==> src/sv/htsd_pkg.sv <==
// Package with the sizes, codes and handshake types shared by the Huffman tree decoder.
package htsd_pkg;

    localparam int NODES       = 512;
    localparam int STACK_DEPTH = 256;

    localparam int NODE_AW = $clog2(NODES);
    localparam int NFN_W   = $clog2(NODES + 1);
    localparam int STK_AW  = $clog2(STACK_DEPTH);
    localparam int TOP_W   = $clog2(STACK_DEPTH + 1);
    localparam int PAY_W   = (NODE_AW > 8) ? NODE_AW : 8;
    localparam int ENTRY_W = PAY_W + 1;

    localparam logic [1:0] PH_IDLE   = 2'd0;
    localparam logic [1:0] PH_BUILD  = 2'd1;
    localparam logic [1:0] PH_DECODE = 2'd2;
    localparam logic [1:0] PH_DONE   = 2'd3;

    localparam logic [1:0] ST_BYTE     = 2'd0;
    localparam logic [1:0] ST_OVERFLOW = 2'd1;
    localparam logic [1:0] ST_SINGLE   = 2'd2;

    localparam logic KIND_FORK = 1'b0;

    typedef struct packed {
        logic start_fork;
        logic load_byte;
        logic build_bit;
        logic dec_read;
        logic dec_eval;
        logic flush;
    } t_cmd;

    typedef struct packed {
        logic [1:0] phase;
        logic       can_step;
        logic       hold_valid;
    } t_status;

endpackage

==> src/sv/htsd_ctrl.sv <==
// Controller that steps through the eight bits of each compressed byte.
module htsd_ctrl
    import htsd_pkg::*;
(
    input  logic    i_clk,
    input  logic    i_rst_n,
    input  logic    i_valid,
    input  logic    i_kind,
    output logic    o_stall,
    input  t_status i_sts,
    output t_cmd    o_cmd
);

    localparam logic [1:0] S_IDLE  = 2'd0;
    localparam logic [1:0] S_RUN   = 2'd1;
    localparam logic [1:0] S_EVAL  = 2'd2;
    localparam logic [1:0] S_FLUSH = 2'd3;

    logic [1:0] r_state, n_state;
    logic [2:0] r_bit_cnt, n_bit_cnt;

    assign o_stall = (r_state != S_IDLE);

    always_comb begin
        n_state   = r_state;
        n_bit_cnt = r_bit_cnt;
        o_cmd     = '0;
        unique case (r_state)
            S_IDLE: begin
                if (i_valid) begin
                    if (i_kind == KIND_FORK) begin
                        o_cmd.start_fork = 1'b1;
                    end else begin
                        o_cmd.load_byte = 1'b1;
                        n_bit_cnt       = 3'd0;
                        n_state         = S_RUN;
                    end
                end
            end
            S_RUN: begin
                if (i_sts.phase == PH_BUILD) begin
                    if (i_sts.can_step) begin
                        o_cmd.build_bit = 1'b1;
                        if (r_bit_cnt == 3'd7) begin
                            n_state = S_FLUSH;
                        end else begin
                            n_bit_cnt = r_bit_cnt + 3'd1;
                        end
                    end
                end else if (i_sts.phase == PH_DECODE) begin
                    o_cmd.dec_read = 1'b1;
                    n_state        = S_EVAL;
                end else begin
                    n_state = S_FLUSH;
                end
            end
            S_EVAL: begin
                if (i_sts.can_step) begin
                    o_cmd.dec_eval = 1'b1;
                    if (r_bit_cnt == 3'd7) begin
                        n_state = S_FLUSH;
                    end else begin
                        n_bit_cnt = r_bit_cnt + 3'd1;
                        n_state   = S_RUN;
                    end
                end
            end
            S_FLUSH: begin
                if (!i_sts.hold_valid) begin
                    n_state = S_IDLE;
                end else if (i_sts.can_step) begin
                    o_cmd.flush = 1'b1;
                    n_state     = S_IDLE;
                end
            end
            default: n_state = S_IDLE;
        endcase
    end

    always_ff @(posedge i_clk) begin
        if (!i_rst_n) begin
            r_state   <= S_IDLE;
            r_bit_cnt <= 3'd0;
        end else begin
            r_state   <= n_state;
            r_bit_cnt <= n_bit_cnt;
        end
    end

endmodule

==> config.mk <==
export PLATFORM = sky130hd
export DESIGN_NAME = htsd_ctrl
export DESIGN_NICKNAME = d
export VERILOG_FILES = /design/src/sv/htsd_pkg.sv /design/src/sv/htsd_ctrl.sv
export SDC_FILE = /design/constraint.sdc
export NUM_CORES = 1
export LEC_CHECK = 0
export ABC_AREA = 1
export ABC_CLOCK_PERIOD_IN_PS = 3200
export BUFFER_PORTS_ARGS = -buffer_cell sky130_fd_sc_hd__clkbuf_2
export CAP_MARGIN = 25
export CORE_ASPECT_RATIO = 1.25
export CORE_UTILIZATION = 25
export DETAILED_ROUTE_END_ITERATION = 7
export PLACE_DENSITY = 0.45
export SLEW_MARGIN = 20
export SYNTH_ARGS = -nofsm -noshare
export SYNTH_HDL_FRONTEND = slang
export SYNTH_SLANG_ARGS = --single-unit
==> constraint.sdc <==
create_clock -name i_clk -period 3.2 [get_ports i_clk]
set_input_delay 0.32 -clock i_clk [delete_from_list [all_inputs] [get_ports i_clk]]
set_output_delay 0.32 -clock i_clk [all_outputs]
set_load 0.01 [all_outputs]
# Yosys cells after proc, flatten, opt, wreduce, memory -nomap -nowiden
# Cells that the tools add are included.
# word_totals
in_bits,8
romBits,0
reg_bits,5
mem_count,0
wordCells,50
ram_bits,0
latch_bits,0
# op_classes
n_mux,29
div,0
n_bitwise,0
addsub,1
n_shift,0
mul,0
n_eq_ne,13
n_reduce_logical,5
magnitude_cmp,0
# ops
op,n
$mux 2,12
$mux 3,5
$mux 1,10
$ne 3x3->1 const B,3
$pmux 3 s3,1
$ne 2x2->1 const B,4
$pmux 2 s4,1
$eq 2x2->1 const B,3
$reduce_and 6->1,1
$eq 2x1->1 const B,2
$reduce_and 4->1,1
$add 3x1->3 const B,1
$eq 3x3->1 const B,1
$reduce_bool 3->1,1
$logic_not 2->1,1
$reduce_bool 2->1,1

# Logic depth before layout (Yosys ltp)
# Gate-level depths: netlist of run 1.
# depth
word_depth,5
depth_mapped,10
mapped_depth_nobuf,10

# Worst setup path before layout of run 1
# Ideal clock, no wire load.
# synth_path
path_kind,register to register
start,reg r_state[0]
end,reg r_bit_cnt[0]
period_less_slack_ns,1.316
path_buffers,0
arrival_ns,1.203
path_stages_with_launch,11
path_slack_ns,1.884
cell_sequence,dfxtp_1 > inv_1 > ha_1 > inv_2 > nand2_1 > nand2_1 > nand2_1 > inv_2 > nor2_4 > nor2_1 > nor2_1
# synth_via
elab_chain_len,3
elab_cells_between_ends,9
cone_classes,5 x eq/ne; 1 x mux; 3 x reduce/logical
# synth_lines
item,line,rtl
"start, declared",htsd_ctrl.sv:19,"logic [1:0] r_state, n_state;"
"start signal, assigned",htsd_ctrl.sv:85,r_state <= n_state;
"$eq 2x1->1, or another cell as far along",htsd_ctrl.sv:28,unique case (r_state)
$ne 2x2->1 (no source line) or $reduce_bool 3->1 (tied branches),n/a,
$reduce_and 4->1 (no source line),n/a,
"end signal, assigned",htsd_ctrl.sv:86,r_bit_cnt <= n_bit_cnt;
"end, declared",htsd_ctrl.sv:20,"logic [2:0] r_bit_cnt, n_bit_cnt;"
# Several ways; a longest one is shown, not always the timed one.
# A chain may end at the register's enable or synchronous reset.

==> metrics.md, run 1 <==
| Metric | Value |
|---|---|
| Hold Startpoint | `i_rst_n` |
| Top-count cell post-synth | `nand2_1` |
| Via count | `505` |
| Max Transition Viols Final | `0` |
| CTS tree | `built` |
| Gr ovfl total | `0` |
| Startpoint types | `flip-flop` |
| Leakage power | `0.343 nW` |
| Largest family of logic cells by synthesized area | `simple AND/OR/NAND/NOR gates` |
| Crit path arrival time | `1330 ps` |
| Worst Max-Slew Pin Slew | `245 ps` |
| Final clock skew | `0.0682 ps` |
| Switching power | `0.000234 W` |
| Initial antenna violation count | `0` |
| Synth top area share | `0.209` |
| CP Max Fanout | `8` |
| Clock tree sinks | `5` |
| CP endpoint kind | `output pin` |
| Hold Crit Class | `in -> reg` |
| Synth Warn # | `0` |
| Antenna cell count | `0` |
| Synth Area in Compound Gates | `0.0653` |
| Share of layout cells above drive strength 1 | `0.237` |
| CTS root buf | `clkbuf_4` |
| Outcome | `finished clean` |
| Largest net degree at the start of global routing | `9` |
| EDFF count, synth | `0` |
| Power Dens Cells | `802 nW/µm²` |
| Starting Density | `0.268` |
| Final setup vio count | `0` |
| Core Area | `1790 µm²` |
| Dominant cell type by area after synthesis | `dfxtp_1` |
| Max Clk Rate | `604 MHz` |
| Hold buffers post-CTS | `0` |
| Total power | `0.000481 W` |
| Die Y | `51.0 µm` |
| Syn_area_per_cell | `6.07 µm²` |
| DIE WIDTH | `41.2 µm` |
| Hold Vio Cnt, Final | `0` |
| Clock Latency Late Sink | `230 ps` |
| GR Util All Layers | `0.125` |
| Reg2reg end | `r_bit_cnt[2]$_SDFFE_PN0P_` |
| Slew HR | `0.837` |
| Simple-gate share of the synthesized area | `0.441` |
| Reg2reg start | `r_state[1]$_SDFFE_PN0P_` |
| Syn Inst Count | `79` |
| Layout Nets | `113` |
| Vias per inst | `4.35` |
| Commonest cells post-synth | `nand2_1 (26), nor2_1 (14), inv_1 (10)` |
| Clock power frac | `0.147` |
| Period utilization | `0.517` |
| Minimum clock period | `1650 ps` |
| Seq/Total Area, Yosys | `0.209` |
| Ys flop type | `dfxtp_1` |
| Switching share of power | `0.486` |
| Synth Cell Area | `479 µm²` |
| Router iterations before antenna repair | `2` |
| Area of the die | `2100 µm²` |
| Hold path depth | `3` |
| Clock-pin transition on the worst setup and hold timing paths | `40 ps` |
| Worst path required time | `2880 ps` |
| Adder-Cell Fraction of Synth Area | `0.183` |
| Placer Congestion | `0.657` |
| Flop pwr share | `0.230` |
| Post-CTS sizing | `0` |
| Yosys cell types | `13` |
| Io pins | `15` |
| Synth Register Bits | `5` |
| WL final | `1080 µm` |
| Cts bufs inserted | `3` |
| Area contributors post-synth | `dfxtp_1 (21%), nand2_1 (20%), ha_1 (18%)` |
| Peak VDD IR | `0.309 mV` |
| Row cnt | `17` |
| Final TNS setup | `0 ps` |
| Detailed Place HPWL | `970 µm` |
| Reg2reg setup slack | `1760 ps` |
| FFs w/ async S/R, synth | `0` |
| Hold endpoint | `r_bit_cnt[2]$_SDFFE_PN0P_` |
| Syn nets | `94` |
| Vias in the first global route | `473` |
| Setup repair after global routing missed its margin | `false` |
| First-pass GRT wire length | `1750 µm` |
| CTS H-Tree Depth | `1` |
| Int Pwr | `0.000247 W` |
| Xor/xnor share of the synthesized area | `0` |
| Max-cap viol count | `0` |
| Mux contribution to synthesized area | `0` |
| Post-CTS Setup Bufs | `0` |
| Routed len/inst | `9.30 µm` |
| Critical path class | `reg -> out` |
| Longest Clk Path Bufs | `2` |
| Reg2Reg Depth | `10` |
| # DRC | `0` |
| Detail Route Antenna Nets | `0` |
| DRT iter0 DRCs | `1` |
| Area Overhead vs Synth | `25.1%` |
| Logic pwr share | `0.622` |
| Port Buf Inserts | `14` |
## state kept, by name, summed over array words and instances, names as in the netlist
| name | flops |
|---|---|
| r_bit_cnt | 3 |
| r_state | 2 |
## power by group through the flow
| stage | logic [W] | clock network (W) | registers, W |
|---|---|---|---|
| detailed placement | 0.000306 | 0 | 0.000113 |
| global route | 0.000347 | 0.0000794 | 0.000115 |
| floorplan | 0.000237 | 0 | 0.000106 |
| finish | 0.000299 | 0.0000708 | 0.000111 |
| CTS | 0.000308 | 0.0000759 | 0.000112 |
| global placement | 0.000308 | 0 | 0.000112 |
## cell usage in the layout (no fill, tap or decap)
| cell type | instances |
|---|---|
| nand3_1 | 5 |
| nand2_1 | 26 |
| inv_1 | 10 |
| nand4_1 | 3 |
| dfxtp_1 | 5 |
| nor2_1 | 14 |
| o21ai_4 | 1 |
| clkbuf_4 | 3 |
| nand2_2 | 1 |
| ha_1 | 7 |
| nor2_4 | 1 |
| clkbuf_2 | 14 |
| inv_2 | 3 |
| clkbuf_1 | 1 |
| o21ai_0 | 1 |
| a21oi_1 | 2 |
## routing by layer
layer / part of all wire / global-route usage / vias up / routed length (µm)
met3: 0.028 / 0.0261 / 2 / 30
met2: 0.54 / 0.232 / 10 / 584
met5: 0 / 0 / - / 0
met4: 0.013 / 0.0806 / 0 / 14
met1: 0.42 / 0.106 / 211 / 448
li1: - / - / 282 / -
## layout make-up
cell class	instances	area [µm²]
fill	214	1190
multi-input combinational	61	330
sequential	5	100
timing repair buffer	14	70.1
inverter	13	48.8
clock buffer	4	26.3
tap	19	23.8
## cell families after synthesis
logic type / count (synthesis)
AOI/OAI and AO/OA: 4
DFF: 5
buffers and inverters: 13
and+or+nand+nor: 50
adders and majority gates: 7
## worst max-delay path: stages, from the launching register on
cell	delay (ps)
dfxtp_1	450
inv_1	100
ha_1	230
nand3_1	140
nor2_1	60
clkbuf_2	120
## stage by stage
stage	area [µm²]	utilization	worst slack (ps)	std cells	hold WS [ps]
final	599	0.335	1550	116	342
after global routing	599	0.335	1410	116	351
after CTS	599	0.335	1510	116	336
after detailed placement	573	0.321	1740	112	485
after global placement	573	0.321	1720	112	482
after floorplan	479	-	1880	79	441
## worst max path at each step
stage | end | slack (ps) | cells after the start | startpoint
global route | o_cmd[3] | 1410 | 5 | r_state[1]$_SDFFE_PN0P_
global placement | r_bit_cnt[2]$_SDFFE_PN0P_ | 1720 | 10 | r_state[1]$_SDFFE_PN0P_
detailed placement | r_bit_cnt[2]$_SDFFE_PN0P_ | 1740 | 10 | r_state[1]$_SDFFE_PN0P_
finish | o_cmd[3] | 1550 | 5 | r_state[1]$_SDFFE_PN0P_
CTS | o_cmd[3] | 1510 | 5 | r_state[1]$_SDFFE_PN0P_
floorplan | r_bit_cnt[0]$_SDFFE_PN0P_ | 1880 | 10 | r_state[0]$_SDFFE_PN0P_
Power figures use the tool's default switching activity.
==> run 2: changes to the inputs <==
--- a/config.mk
+++ b/config.mk
@@ -6,7 +6,7 @@
 export NUM_CORES = 1
 export LEC_CHECK = 0
 export ABC_AREA = 1
-export ABC_CLOCK_PERIOD_IN_PS = 3200
+export ABC_CLOCK_PERIOD_IN_PS = 1700
 export BUFFER_PORTS_ARGS = -buffer_cell sky130_fd_sc_hd__clkbuf_2
 export CAP_MARGIN = 25
 export CORE_ASPECT_RATIO = 1.25
==> constraint.sdc (replaced) <==
create_clock -name i_clk -period 1.7 [get_ports i_clk]
set_input_delay 0.17 -clock i_clk [delete_from_list [all_inputs] [get_ports i_clk]]
set_output_delay 0.17 -clock i_clk [all_outputs]
set_load 0.01 [all_outputs]
==> metrics.md, run 2 (synthesis results as in run 1) <==
| Metric | Value |
|---|---|
| Outcome | `finished clean` |
| WL final | `1040 µm (-4.0%)` |
| Hold path depth | `3 (unchanged)` |
| Cts bufs inserted | `3 (unchanged)` |
| CP Max Fanout | `6 (-2)` |
| Fin util | `0.340 (+0.00420)` |
| Vias in the first global route | `446 (-5.7%)` |
| Max Clk Rate | `665 MHz` |
| Clock-pin transition on the worst setup and hold timing paths | `40 ps (about the same)` |
| GR Util All Layers | `0.107 (-0.0180)` |
| Vias per inst | `4.32 (-0.66%)` |
| Commonest non-fill, non-tap cell in the layout | `nand2_1` |
| Port Buf Inserts | `14 (unchanged)` |
| Io pins | `15 (unchanged)` |
| Detail Route Antenna Nets | `0 (unchanged)` |
| Placer Congestion | `0.691 (+5.3%)` |
| Die Y | `51.0 µm (unchanged)` |
| Hold Crit Class | `in -> reg` |
| Longest Clk Path Bufs | `2 (unchanged)` |
| Final cell area excluding filler cells | `607 µm² (+1.3%)` |
| Clock Latency Late Sink | `230 ps (about the same)` |
| Worst Max-Slew Pin Slew | `234 ps (-11.0 ps)` |
| Reg2reg start | `r_state[0]$_SDFFE_PN0P_` |
| Hold Startpoint | `i_rst_n` |
| Largest registers | `r_bit_cnt (3), r_state (2)` |
| Max FFs per register | `3 (unchanged)` |
| Routed len/inst | `8.85 µm (-4.8%)` |
| Layout Nets | `114 (+0.88%)` |
| Leading cell types in the layout, fill and taps excluded | `nand2_1 (26), nor2_1 (14), clkbuf_2 (14)` |
| Post-CTS sizing | `0 (unchanged)` |
| Crit path arrival time | `1670 ps (+340 ps)` |
| Largest net degree at the start of global routing | `7 (-2)` |
| Peak VDD IR | `0.549 mV (+77%)` |
| Reg2reg end | `r_state[0]$_SDFFE_PN0P_` |
| Antenna cell count | `0 (unchanged)` |
| Minimum clock period | `1500 ps` |
| Final clock skew | `1.27 ps (+1.20 ps)` |
| Power Dens Cells | `1510 nW/µm² (+88%)` |
| Hold endpoint | `r_bit_cnt[2]$_SDFFE_PN0P_` |
| Hold buffers post-CTS | `0 (unchanged)` |
| Clock tree sinks | `5 (unchanged)` |
| Worst Setup SP | `r_state[0]$_SDFFE_PN0P_` |
| Starting Density | `0.268 (unchanged)` |
| Post-CTS Setup Bufs | `0 (unchanged)` |
| Core Area | `1790 µm² (unchanged)` |
| CTS root buf | `clkbuf_4` |
| Startpoint types | `flip-flop` |
| # DRC | `0 (unchanged)` |
| Leakage power | `0.348 nW (+1.6%)` |
| Area of the die | `2100 µm² (unchanged)` |
| CTS H-Tree Depth | `1 (unchanged)` |
| Final setup vio count | `0 (unchanged)` |
| Share of layout cells above drive strength 1 | `0.245 (+0.00778)` |
| DIE WIDTH | `41.2 µm (unchanged)` |
| Layout fillers | `214 (unchanged)` |
| Final hold slack | `198 ps (-143 ps)` |
| Max-cap viol count | `0 (unchanged)` |
| Slew HR | `0.844 (+0.00720)` |
| Final TNS setup | `0 ps (unchanged)` |
| Reg2reg setup slack | `200 ps (-1560 ps)` |
| Initial antenna violation count | `0 (unchanged)` |
| Hold Vio Cnt, Final | `0 (unchanged)` |
| Largest reg by FF count | `r_bit_cnt` |
| Reg2Reg Depth | `7 (-3)` |
| CP endpoint kind | `flip-flop` |
| Area Overhead vs Synth | `26.6%` |
| Max Transition Viols Final | `0 (unchanged)` |
| Router iterations before antenna repair | `2 (unchanged)` |
| First-pass GRT wire length | `1540 µm (-12%)` |
| Gr ovfl total | `0 (unchanged)` |
| Setup repair after global routing missed its margin | `false` |
| Critical path class | `reg -> reg` |
| Period utilization | `0.885` |
| Via count | `506 (+0.20%)` |
| Worst path required time | `1860 ps (-1020 ps)` |
| Detailed Place HPWL | `914 µm (-5.8%)` |
| DRT iter0 DRCs | `2 (+1)` |
| Row cnt | `17 (unchanged)` |
| Cell Area, Placed | `581 µm² (+1.3%)` |
| CTS tree | `built` |
[run 2: per-stage QoR]
stage | worst slack [ps] | power (W) | instances
2_1_floorplan | 384 | 0.000646 | 79
3_3_place_gp | 206 | 0.000801 | 113
3_5_place_dp | 193 | 0.000797 | 113
4_1_cts | 185 | 0.000934 | 117
5_1_grt | 56.4 | 0.00102 | 117
6_report | 196 | 0.000917 | 117
[run 2: final cells by class]
cell class	count	area [µm²]	area share
flip-flops and latches	5	100	0.165
repair buffers	15	77.6	0.128
well taps	19	23.8	0.0392
inverters	13	48.8	0.0804
multi-input cells	61	330	0.544
clock buffers	4	26.3	0.0433
[run 2: how the worst max path moves through the flow]
stage                     slack (ps)                        end
after floorplan                  380  r_bit_cnt[0]$_SDFFE_PN0P_
final                            200    r_state[0]$_SDFFE_PN0P_
after global placement           210    r_state[0]$_SDFFE_PN0P_
after detailed placement         190    r_state[0]$_SDFFE_PN0P_
after CTS                        180    r_state[0]$_SDFFE_PN0P_
after global routing              60    r_state[0]$_SDFFE_PN0P_
[run 2: layer usage]
metal,track usage,vias up,part of all wire
li1,-,283,-
met1,0.0885,213,0.44
met2,0.208,10,0.53
met3,0.0391,0,0.032
met4,0.0323,0,0
met5,0,-,0
[run 2: worst max-delay path, cell delays in order (launching register included)]
cell and delay, ps:
dfxtp_1 420, inv_1 130, ha_1 260, nand2_1 210
nand2_1 80, nor2_1 140, nand2_1 70, a21oi_1 120
[run 2: power by group]
group          internal (W)  switching (W)  total (W)
logic              0.000218       0.000361   0.000579
clock network     0.0000882      0.0000401   0.000128
registers          0.000166      0.0000439   0.000210
total              0.000472       0.000445   0.000917
